`src/rtl/dbis_pkg.sv`:
```
// ----------------------------------------------------------------------------
// dbis_pkg: shared types for the descending byte insertion sorter
// Holds the controller state encoding used by the top level.
// ----------------------------------------------------------------------------
package dbis_pkg;

    typedef enum logic [1:0] {
        ST_IDLE,
        ST_SHIFT,
        ST_EMIT_RD,
        ST_EMIT_OUT
    } state_t;

endpackage

```
`src/rtl/dbis_ram.sv`:
```
// ----------------------------------------------------------------------------
// dbis_ram: generic simple dual-port RAM
// One write port and one read port; read data is registered and holds its
// value while no read is issued.
// ----------------------------------------------------------------------------
module dbis_ram #(
    parameter int WIDTH = 8,
    parameter int DEPTH = 64
) (
    input  logic                     clk,
    input  logic                     we,
    input  logic [$clog2(DEPTH)-1:0] waddr,
    input  logic [WIDTH-1:0]         wdata,
    input  logic                     re,
    input  logic [$clog2(DEPTH)-1:0] raddr,
    output logic [WIDTH-1:0]         rdata
);

    logic [WIDTH-1:0] mem [DEPTH];

    // Write port
    always_ff @(posedge clk)
    begin
        if (we)
        begin
            mem[waddr] <= wdata;
        end
    end

    // Registered read port; hold data when idle
    always_ff @(posedge clk)
    begin
        if (re)
        begin
            rdata <= mem[raddr];
        end
    end

endmodule

```
`src/rtl/descending_byte_insertion_sort_top.sv`:
```
// ----------------------------------------------------------------------------
// descending_byte_insertion_sort_top: RAM-based descending insertion sorter
// Collects the bytes of a string, keeps them sorted largest first, and
// streams the sorted run out when the final byte arrives.
// ----------------------------------------------------------------------------
// Usage
//   Input channel (in_valid/in_ready): one byte per request, end_of_string
//   marks the final byte. in_ready is high only while the sorter is idle.
//   Output channel (out_valid/out_ready): the sorted run, largest first,
//   last_out on its final byte, overflowed on every byte of a run that lost
//   bytes beyond MAX_LEN.
//   Insertion walks the store from its tail towards the head, reading
//   through the RAM read port and shifting through its write port, one
//   entry per cycle, and stops below the first entry not smaller than the
//   byte. A byte that finds the store full is dropped and marks overflow.
//   After the final byte is placed, the first entry is read, then results
//   leave at one per cycle while out_ready stays high.
//   When the receiver stalls, the current result is held in the RAM read
//   register and nothing advances. No input is taken until the whole run
//   has been delivered.
//   Reset clears the fill count, the overflow flag and the controller; the
//   store contents are not cleared, since only written entries are read.
// ----------------------------------------------------------------------------
module descending_byte_insertion_sort_top
    import dbis_pkg::*;
#(
    parameter int MAX_LEN = 64
) (
    input  logic       clk,
    input  logic       rst_n,
    input  logic       in_valid,
    output logic       in_ready,
    input  logic [7:0] char_in,
    input  logic       end_of_string,
    output logic       out_valid,
    input  logic       out_ready,
    output logic [7:0] char_out,
    output logic       last_out,
    output logic       overflowed
);

    localparam int AW = $clog2(MAX_LEN);
    localparam int CW = $clog2(MAX_LEN + 1);

    state_t          state_reg, state_next;
    logic [CW-1:0]   fill_reg, fill_next;
    logic            ovf_reg, ovf_next;
    logic [AW-1:0]   pos_reg, pos_next;
    logic [AW-1:0]   idx_reg, idx_next;
    logic [7:0]      byte_reg, byte_next;
    logic            eos_reg, eos_next;

    logic            ram_we;
    logic [AW-1:0]   ram_waddr;
    logic [7:0]      ram_wdata;
    logic            ram_re;
    logic [AW-1:0]   ram_raddr;
    logic [7:0]      ram_rdata;

    logic            place_here;
    logic            is_last;

    dbis_ram #(
        .WIDTH (8),
        .DEPTH (MAX_LEN)
    ) u_store (
        .clk   (clk),
        .we    (ram_we),
        .waddr (ram_waddr),
        .wdata (ram_wdata),
        .re    (ram_re),
        .raddr (ram_raddr),
        .rdata (ram_rdata)
    );

    // Stop the walk at the head or below an entry not smaller than the byte
    assign place_here = (pos_reg == '0) || (ram_rdata >= byte_reg);
    assign is_last    = (CW'(idx_reg) + CW'(1)) == fill_reg;

    // Control registers
    always_ff @(posedge clk or negedge rst_n)
    begin
        if (!rst_n)
        begin
            state_reg <= ST_IDLE;
            fill_reg  <= '0;
            ovf_reg   <= 1'b0;
        end
        else
        begin
            state_reg <= state_next;
            fill_reg  <= fill_next;
            ovf_reg   <= ovf_next;
        end
    end

    // Working registers
    always_ff @(posedge clk)
    begin
        pos_reg  <= pos_next;
        idx_reg  <= idx_next;
        byte_reg <= byte_next;
        eos_reg  <= eos_next;
    end

    // Next state, RAM access and handshakes
    always_comb
    begin
        state_next = state_reg;
        fill_next  = fill_reg;
        ovf_next   = ovf_reg;
        pos_next   = pos_reg;
        idx_next   = idx_reg;
        byte_next  = byte_reg;
        eos_next   = eos_reg;
        ram_we     = 1'b0;
        ram_waddr  = pos_reg;
        ram_wdata  = ram_rdata;
        ram_re     = 1'b0;
        ram_raddr  = '0;
        in_ready   = 1'b0;
        out_valid  = 1'b0;

        unique case (state_reg)
            ST_IDLE:
            begin
                in_ready = 1'b1;
                if (in_valid)
                begin
                    byte_next = char_in;
                    eos_next  = end_of_string;
                    if (fill_reg == CW'(MAX_LEN))
                    begin
                        // Drop the byte; the end mark still closes the string
                        ovf_next = 1'b1;
                        if (end_of_string)
                        begin
                            state_next = ST_EMIT_RD;
                        end
                    end
                    else
                    begin
                        // Start the walk at the tail: read the last entry
                        pos_next   = fill_reg[AW-1:0];
                        ram_re     = (fill_reg != '0);
                        ram_raddr  = AW'(fill_reg - CW'(1));
                        state_next = ST_SHIFT;
                    end
                end
            end

            ST_SHIFT:
            begin
                ram_we    = 1'b1;
                ram_waddr = pos_reg;
                if (place_here)
                begin
                    // Drop the byte into its slot and close the insertion
                    ram_wdata  = byte_reg;
                    fill_next  = fill_reg + CW'(1);
                    state_next = eos_reg ? ST_EMIT_RD : ST_IDLE;
                end
                else
                begin
                    // Move the smaller entry down one and read the next one up
                    ram_wdata = ram_rdata;
                    pos_next  = pos_reg - AW'(1);
                    ram_re    = (pos_reg >= AW'(2));
                    ram_raddr = pos_reg - AW'(2);
                end
            end

            ST_EMIT_RD:
            begin
                idx_next   = '0;
                ram_re     = 1'b1;
                ram_raddr  = '0;
                state_next = ST_EMIT_OUT;
            end

            ST_EMIT_OUT:
            begin
                out_valid = 1'b1;
                if (out_ready)
                begin
                    if (is_last)
                    begin
                        // Clear for the next string
                        fill_next  = '0;
                        ovf_next   = 1'b0;
                        state_next = ST_IDLE;
                    end
                    else
                    begin
                        // Advance to the next entry
                        idx_next  = idx_reg + AW'(1);
                        ram_re    = 1'b1;
                        ram_raddr = idx_reg + AW'(1);
                    end
                end
            end

            default:
            begin
                state_next = ST_IDLE;
            end
        endcase
    end

    // Result payload
    assign char_out   = ram_rdata;
    assign last_out   = is_last;
    assign overflowed = ovf_reg;

endmodule

```
`config.mk`:
```
export PLATFORM = sky130hd
export DESIGN_NAME = descending_byte_insertion_sort_top
export DESIGN_NICKNAME = d
export VERILOG_FILES = /design/src/rtl/dbis_pkg.sv /design/src/rtl/dbis_ram.sv /design/src/rtl/descending_byte_insertion_sort_top.sv
export SDC_FILE = /design/constraint.sdc
export NUM_CORES = 1
export LEC_CHECK = 0
export CAP_MARGIN = 30
export CORE_ASPECT_RATIO = 1.2
export CORE_UTILIZATION = 50
export CTS_BUF_LIST = sky130_fd_sc_hd__clkbuf_2 sky130_fd_sc_hd__clkbuf_4 sky130_fd_sc_hd__clkbuf_8
export DETAILED_ROUTE_END_ITERATION = 10
export DONT_BUFFER_PORTS = 1
export PLACE_DENSITY = 0.66
export SLEW_MARGIN = 30
export SYNTH_ARGS = -nofsm -noshare
export SYNTH_HDL_FRONTEND = slang
export SYNTH_SLANG_ARGS = --single-unit
```
`constraint.sdc`:
```
create_clock -name clk -period 5.7 [get_ports clk]
set_clock_uncertainty 0.2 [all_clocks]
set_input_delay 0 -clock clk [delete_from_list [all_inputs] [get_ports clk]]
set_output_delay 0 -clock clk [all_outputs]
set_load 0.02 [all_outputs]
```
==> results.md, run 1 <==
* Worst endpoint data arrival time at 5.33 ns
* Number of synthesized register bits at 551
* DR pass1 iterations at 5
* CTS root buf: clkbuf_8
* Clock slew seen by the registers of the worst setup and hold paths at 0.07 ns
* Largest register FFs at 512
* Clk buf depth at 3
* EDFF count, synth at 541
* Final hold vios at 0
* Final GP Congestion at 0.876
* Input/output buffers at 0
* CP cell instances: ha_1 > xor2_1 > a311o_1 > nor4_4 > a31oi_4 > a21oi_4 > buf_4 > nor2_1 > buf_4 > a22oi_1 > a21oi_1 > or4_1
* Skew-Pair Late Insertion Delay at 0.68 ns
* Initial Util at 50.9%
* Setup Viol. Count Final at 0
* Crit path time final at 5.15 ns
* P&R area growth vs syn at 11.2%
* Synth cell types at 67
* Crit path launch type: register
* Mapped Area at 22900 um^2
* Initial antenna violation count at 1
* Wire per inst at 24.1 um
* Sw Ratio at 38.6%
* TritonCTS clock tree: yes
* Post-DP HPWL at 36200 um
* Iteration-0 DRC Markers at 1614
* Rows at 85
* Setup_tns at 0 ns
* P_int at 8320 uW
* FF/Latch Area at 16500 um^2
* Pwr/cell area at 531 nW/um^2
* Fin. max-slew vios at 0
* Required @ worst endpoint at 5.89 ns
* Crit Path Class: register to register
* RSZ-0062 raised after global routing: false
* Post-DRT Antenna Nets at 0
* GRT overflow at 0
* Fmax at 194 MHz
* Relative slew slack at 34.3%
* Delay-heaviest family, CP: compound AO/OA/AOI/OAI gates
* Final wirelength at 58900 um
* WP buf/inv at 2
* Die Y at 237 um
* Crit path max-delay cell type: a21oi_4
* Clock power frac at 23.4%
* Post-synth ARST share at 1.81%
* Die ar. at 46800 um^2
* Ports at 25
* Most frequent cells in the layout: edfxtp_1, nand2_1, nand3_1
* Multi-input logic area at 5950 um^2
* Vias at 14600
* Most used DFF post-synth: edfxtp_1
* Die width at 198 um
* LEAKAGE at 0.00878 uW
* # nets final at 1808
* Total CTS buffers at 86
* Largest net degree at the start of global routing at 97
* Reg power frac at 40.6%
* Total GRT Usage at 25.6%
* Crit Path Max Fanout at 29
* Leading cell type in the layout, fill and taps excluded: edfxtp_1
* Max stage delay on crit path at 0.81 ns
* Vias in the first global route at 13900
* Post-synth net total at 1754
* Part of the power in combinational logic at 36.0%
* Slew at the pin closest to its max-slew limit at 0.985 ns
* Hold-fix buffers, CTS at 25
* Average size of a mapped cell at 13.3 um^2
* Net Switching at 5230 uW
* Max_cap viols at 0
* Core Util, Final at 56.6%
* Share of layout cells above drive strength 1 at 10.5%
* HP Class: input port to async pin
* Max rail drop VDD at 286 uV
* Yosys warns at 0
* Mapped Cells at 1721
* Vias/cell at 5.96
* Sequential fraction of the synthesis area at 71.9%
* First-pass GRT wire length at 88100 um
* Setup crit end kind: register
* # resized after CTS at 0
* Most frequent cell on the critical path: buf_4
* Clock tree sinks at 551
* Final Cycle Share at 90.3%
* Status: complete, no violations
* Fill count at 3639
* # DRC at 0
* Post-CTS setup buffers at 0
* Core box area at 45100 um^2
* Depth of the CTS H-tree at 3
-- synth_stat cells, types with 13 or more instances --
cell | number | area (um^2)
nand2_1 | 351 | 1320
o21ai_0 | 15 | 75.1
a221oi_1 | 16 | 140
mux2i_1 | 58 | 581
buf_2 | 39 | 195
ha_1 | 20 | 250
inv_1 | 21 | 78.8
a21oi_1 | 100 | 500
nand3_1 | 158 | 791
xnor2_1 | 13 | 114
nor2_1 | 99 | 372
edfxtp_1 | 541 | 16200
xor2_1 | 14 | 123
a22oi_1 | 49 | 368
a211oi_1 | 19 | 143
clkbuf_1 | 42 | 158
-- power by group through the flow --
stage          clock [uW]  sequential [uW]  combinational [uW]
5_1_grt              3360             5510                5230
4_1_cts              3200             5500                4810
3_3_place_gp            0             5580                4700
2_1_floorplan           0             5460                3070
3_5_place_dp            0             5580                4770
6_report             3170             5500                4880
-- logic make-up after synthesis --
group / after synthesis / synth area share [%]
simple gates: 660 / 12.4
flops: 551 / 71.9
compound gates: 273 / 8.05
buf+inv: 121 / 2.40
mux: 68 / 3.02
xor+xnor: 28 / 1.13
fa+ha+maj: 20 / 1.09
-- worst register-to-register path, stage by stage, from the launching register on --
cell and delay, ns:
edfxtp_1 0.49, ha_1 0.43, xor2_1 0.17, a311o_1 0.37, nor4_4 0.40, a31oi_4 0.23, a21oi_4 0.82, buf_4 0.35
nor2_1 0.06, buf_4 0.22, a22oi_1 0.36, a21oi_1 0.21, or4_1 0.56
-- metrics by stage --
stage                     power, uW  std cells  setup slack, ns  cell area (um^2)  hold WS (ns)
after floorplan                8530       1721            0.975             22900        -0.496
after global placement        10300       2269            0.591             23600        -0.495
after detailed placement      10400       2269            0.570             23600        -0.495
after CTS                     13500       2439            0.562             25500        0.0556
after global routing          14100       2442            0.448             25500         0.112
final                         13500       2442            0.552             25500        0.0914
-- layer usage --
metal	vias up	track usage, %	routed length (um)
met5	-	0	0
met4	0	11.8	2200
met3	125	4.97	4690
met2	623	40.9	28600
met1	7269	33.9	23400
li1	6535	-	-
-- worst paths after layout --
kind / start / depth (start not counted) / slack [ns] / endpoint
max: idx_reg[0] / 12 / 0.55 / u_store.rdata[4]
min: rst_n / 2 / 0.09 / state_reg[1]
max reg2reg: idx_reg[0] / 12 / 0.55 / u_store.rdata[4]
min reg2reg: eos_reg / 1 / 0.29 / state_reg[1]
max in group asynchronous: rst_n / 2 / 4.88 / fill_reg[1]
min in group clk: in_valid / 4 / 0.15 / state_reg[1]
-- layout make-up --
class	count	area share, %
inverters	21	0.309
clock buffers	109	5.37
clock inverters	36	0.863
flip-flops and latches	551	64.7
diodes	1	0.00981
repair buffers	66	2.47
multi-input cells	1049	23.3
well taps	609	2.99
Note: power is estimated with default switching activity, not from simulation.
==> run 2: changes to the inputs <==
==> constraint.sdc (replaced) <==
create_clock -name clk -period 5.7 [get_ports clk]
set_clock_uncertainty 0.2 [all_clocks]
set_input_delay 1.14 -clock clk [delete_from_list [all_inputs] [get_ports clk]]
set_output_delay 1.14 -clock clk [all_outputs]
set_load 0.02 [all_outputs]
==> results.md, run 2 (synthesized netlist as in run 1, its figures left out) <==
* Status: complete, no violations
* Relative slew slack at 33.0%
* P&R area growth vs syn at 10.2%
* Final hold vios at 0
* Crit path launch type: register
* CP startpoint: idx_reg[0]
* Die ar. at 46800 um^2
* Die Y at 237 um
* Hold Slack at 0.296 ns
* Leading cell type in the layout, fill and taps excluded: edfxtp_1
* Setup Viol. Count Final at 0
* Vias/cell at 5.98
* Rows at 85
* HP Class: register to register
* Share of layout cells above drive strength 1 at 10.9%
* Worst R2R Start: idx_reg[0]
* RSZ-0062 raised after global routing: false
* Clock slew seen by the registers of the worst setup and hold paths at 0.06 ns
* CP Depth at 12
* Fmax at 196 MHz
* Slew at the pin closest to its max-slew limit at 1.00 ns
* # nets final at 1782
* Final wirelength at 58500 um
* Fin. max-slew vios at 0
* Max rail drop VDD at 292 uV
* Crit Path Class: register to register
* # resized after CTS at 0
* Final GP Congestion at 0.885
* Wire per inst at 24.2 um
* Worst endpoint data arrival time at 5.28 ns
* Skew-Pair Late Insertion Delay at 0.68 ns
* CTS root buf: clkbuf_8
* Crit Path Max Fanout at 29
* Clock tree sinks at 551
* Max_cap viols at 0
* Overall Power at 13500 uW
* Final Cycle Share at 89.6%
* Initial Util at 50.9%
* Pwr/cell area at 535 nW/um^2
* Max stage delay on crit path at 0.80 ns
* Clk buf depth at 3
* CP endpoint: u_store.rdata[4]
* Most frequent cells in the layout: edfxtp_1, nand2_1, nand3_1
* Depth of the worst register-to-register path at 12
* Vias in the first global route at 14100
* Post-DP HPWL at 36300 um
* Crit path max-delay cell type: a21oi_4
* TritonCTS clock tree: yes
* LEAKAGE at 0.00870 uW
* Setup crit end kind: register
* First-pass GRT wire length at 87900 um
* Vias at 14500
* Terminus of the critical flop-to-flop path: u_store.rdata[4]
* Initial antenna violation count at 0
* Iteration-0 DRC Markers at 1429
* Total CTS buffers at 86
* Post-DRT Antenna Nets at 0
* Cell Count Post-Placement at 2268
* Crit path time final at 5.10 ns
* Worst R2R Setup Slack at 0.60 ns
* WP buf/inv at 2
* Setup_tns at 0 ns
* Required @ worst endpoint at 5.88 ns
* Depth of the CTS H-tree at 3
* # diodes at 0
* Input/output buffers at 0
* Ports at 25
* Largest register FFs at 512
* Total GRT Usage at 25.5%
* Delay-heaviest family, CP: compound AO/OA/AOI/OAI gates
* Non-Filler Instances at 2416
* Core box area at 45100 um^2
* GRT overflow at 0
* Die width at 198 um
* CP cell instances: ha_1 > xor2_1 > a311o_1 > nor4_4 > a31oi_4 > a21oi_4 > buf_4 > nor2_1 > buf_4 > a22oi_1 > a21oi_1 > or4_1
* DR pass1 iterations at 5
* Most frequent cell on the critical path: buf_4
* Largest net degree at the start of global routing at 97
* # DRC at 0
-- run 2: cell count changes in the layout (fill, tap and decap cells not counted), sizes merged --
cell,change
dlygate4sd3,-24
clkinv,-5
inv,+5
clkbuf,+3
clkinvlp,-2
buf,-1
bufinv,-1
diode,-1
-- run 2: cell type report --
cell class | instances | area (um^2)
clock buffers | 113 | 1390
clock inverters | 33 | 214
fillers | 3668 | 19800
inverters | 21 | 78.8
multi-input cells | 1049 | 5960
flip-flops and latches | 551 | 16500
well taps | 609 | 762
repair buffers | 40 | 378
-- run 2: worst min path at each step --
stage	start	endpoint	slack (ns)	cells after the start
floorplan	eos_reg	state_reg[1]	0.26	1
CTS	eos_reg	state_reg[1]	0.30	1
global route	eos_reg	state_reg[1]	0.31	1
detailed placement	eos_reg	state_reg[1]	0.28	1
finish	eos_reg	state_reg[1]	0.30	1
global placement	eos_reg	state_reg[1]	0.27	1
-- run 2: power by group --
group	total [uW]	internal, uW	switching (uW)
combinational	4860	1380	3480
clock	3160	1640	1520
sequential	5500	5280	222
-- run 2: metrics by stage --
stage | setup WS (ns) | instance area (um^2) | utilization (%)
after floorplan | 0.975 | 22900 | -
after global placement | 0.593 | 23600 | 52.4
after detailed placement | 0.543 | 23600 | 52.4
after CTS | 0.529 | 25200 | 56.0
after global routing | 0.444 | 25300 | 56.0
final | 0.595 | 25300 | 56.0
-- run 2: what timing repair did --
item                                   in CTS  in global routing
hold buffers                                1                  0
buffers inserted                            0                  0
endpoints found under the hold margin      10                  0
-- run 2: routing by layer --
metal | share of wire, % | up-vias | track usage, %
li1 | - | 6478 | -
met1 | 40 | 7150 | 33.7
met2 | 48 | 688 | 40.6
met3 | 8.4 | 138 | 4.96
met4 | 4.1 | 0 | 12.0
met5 | 0 | - | 0
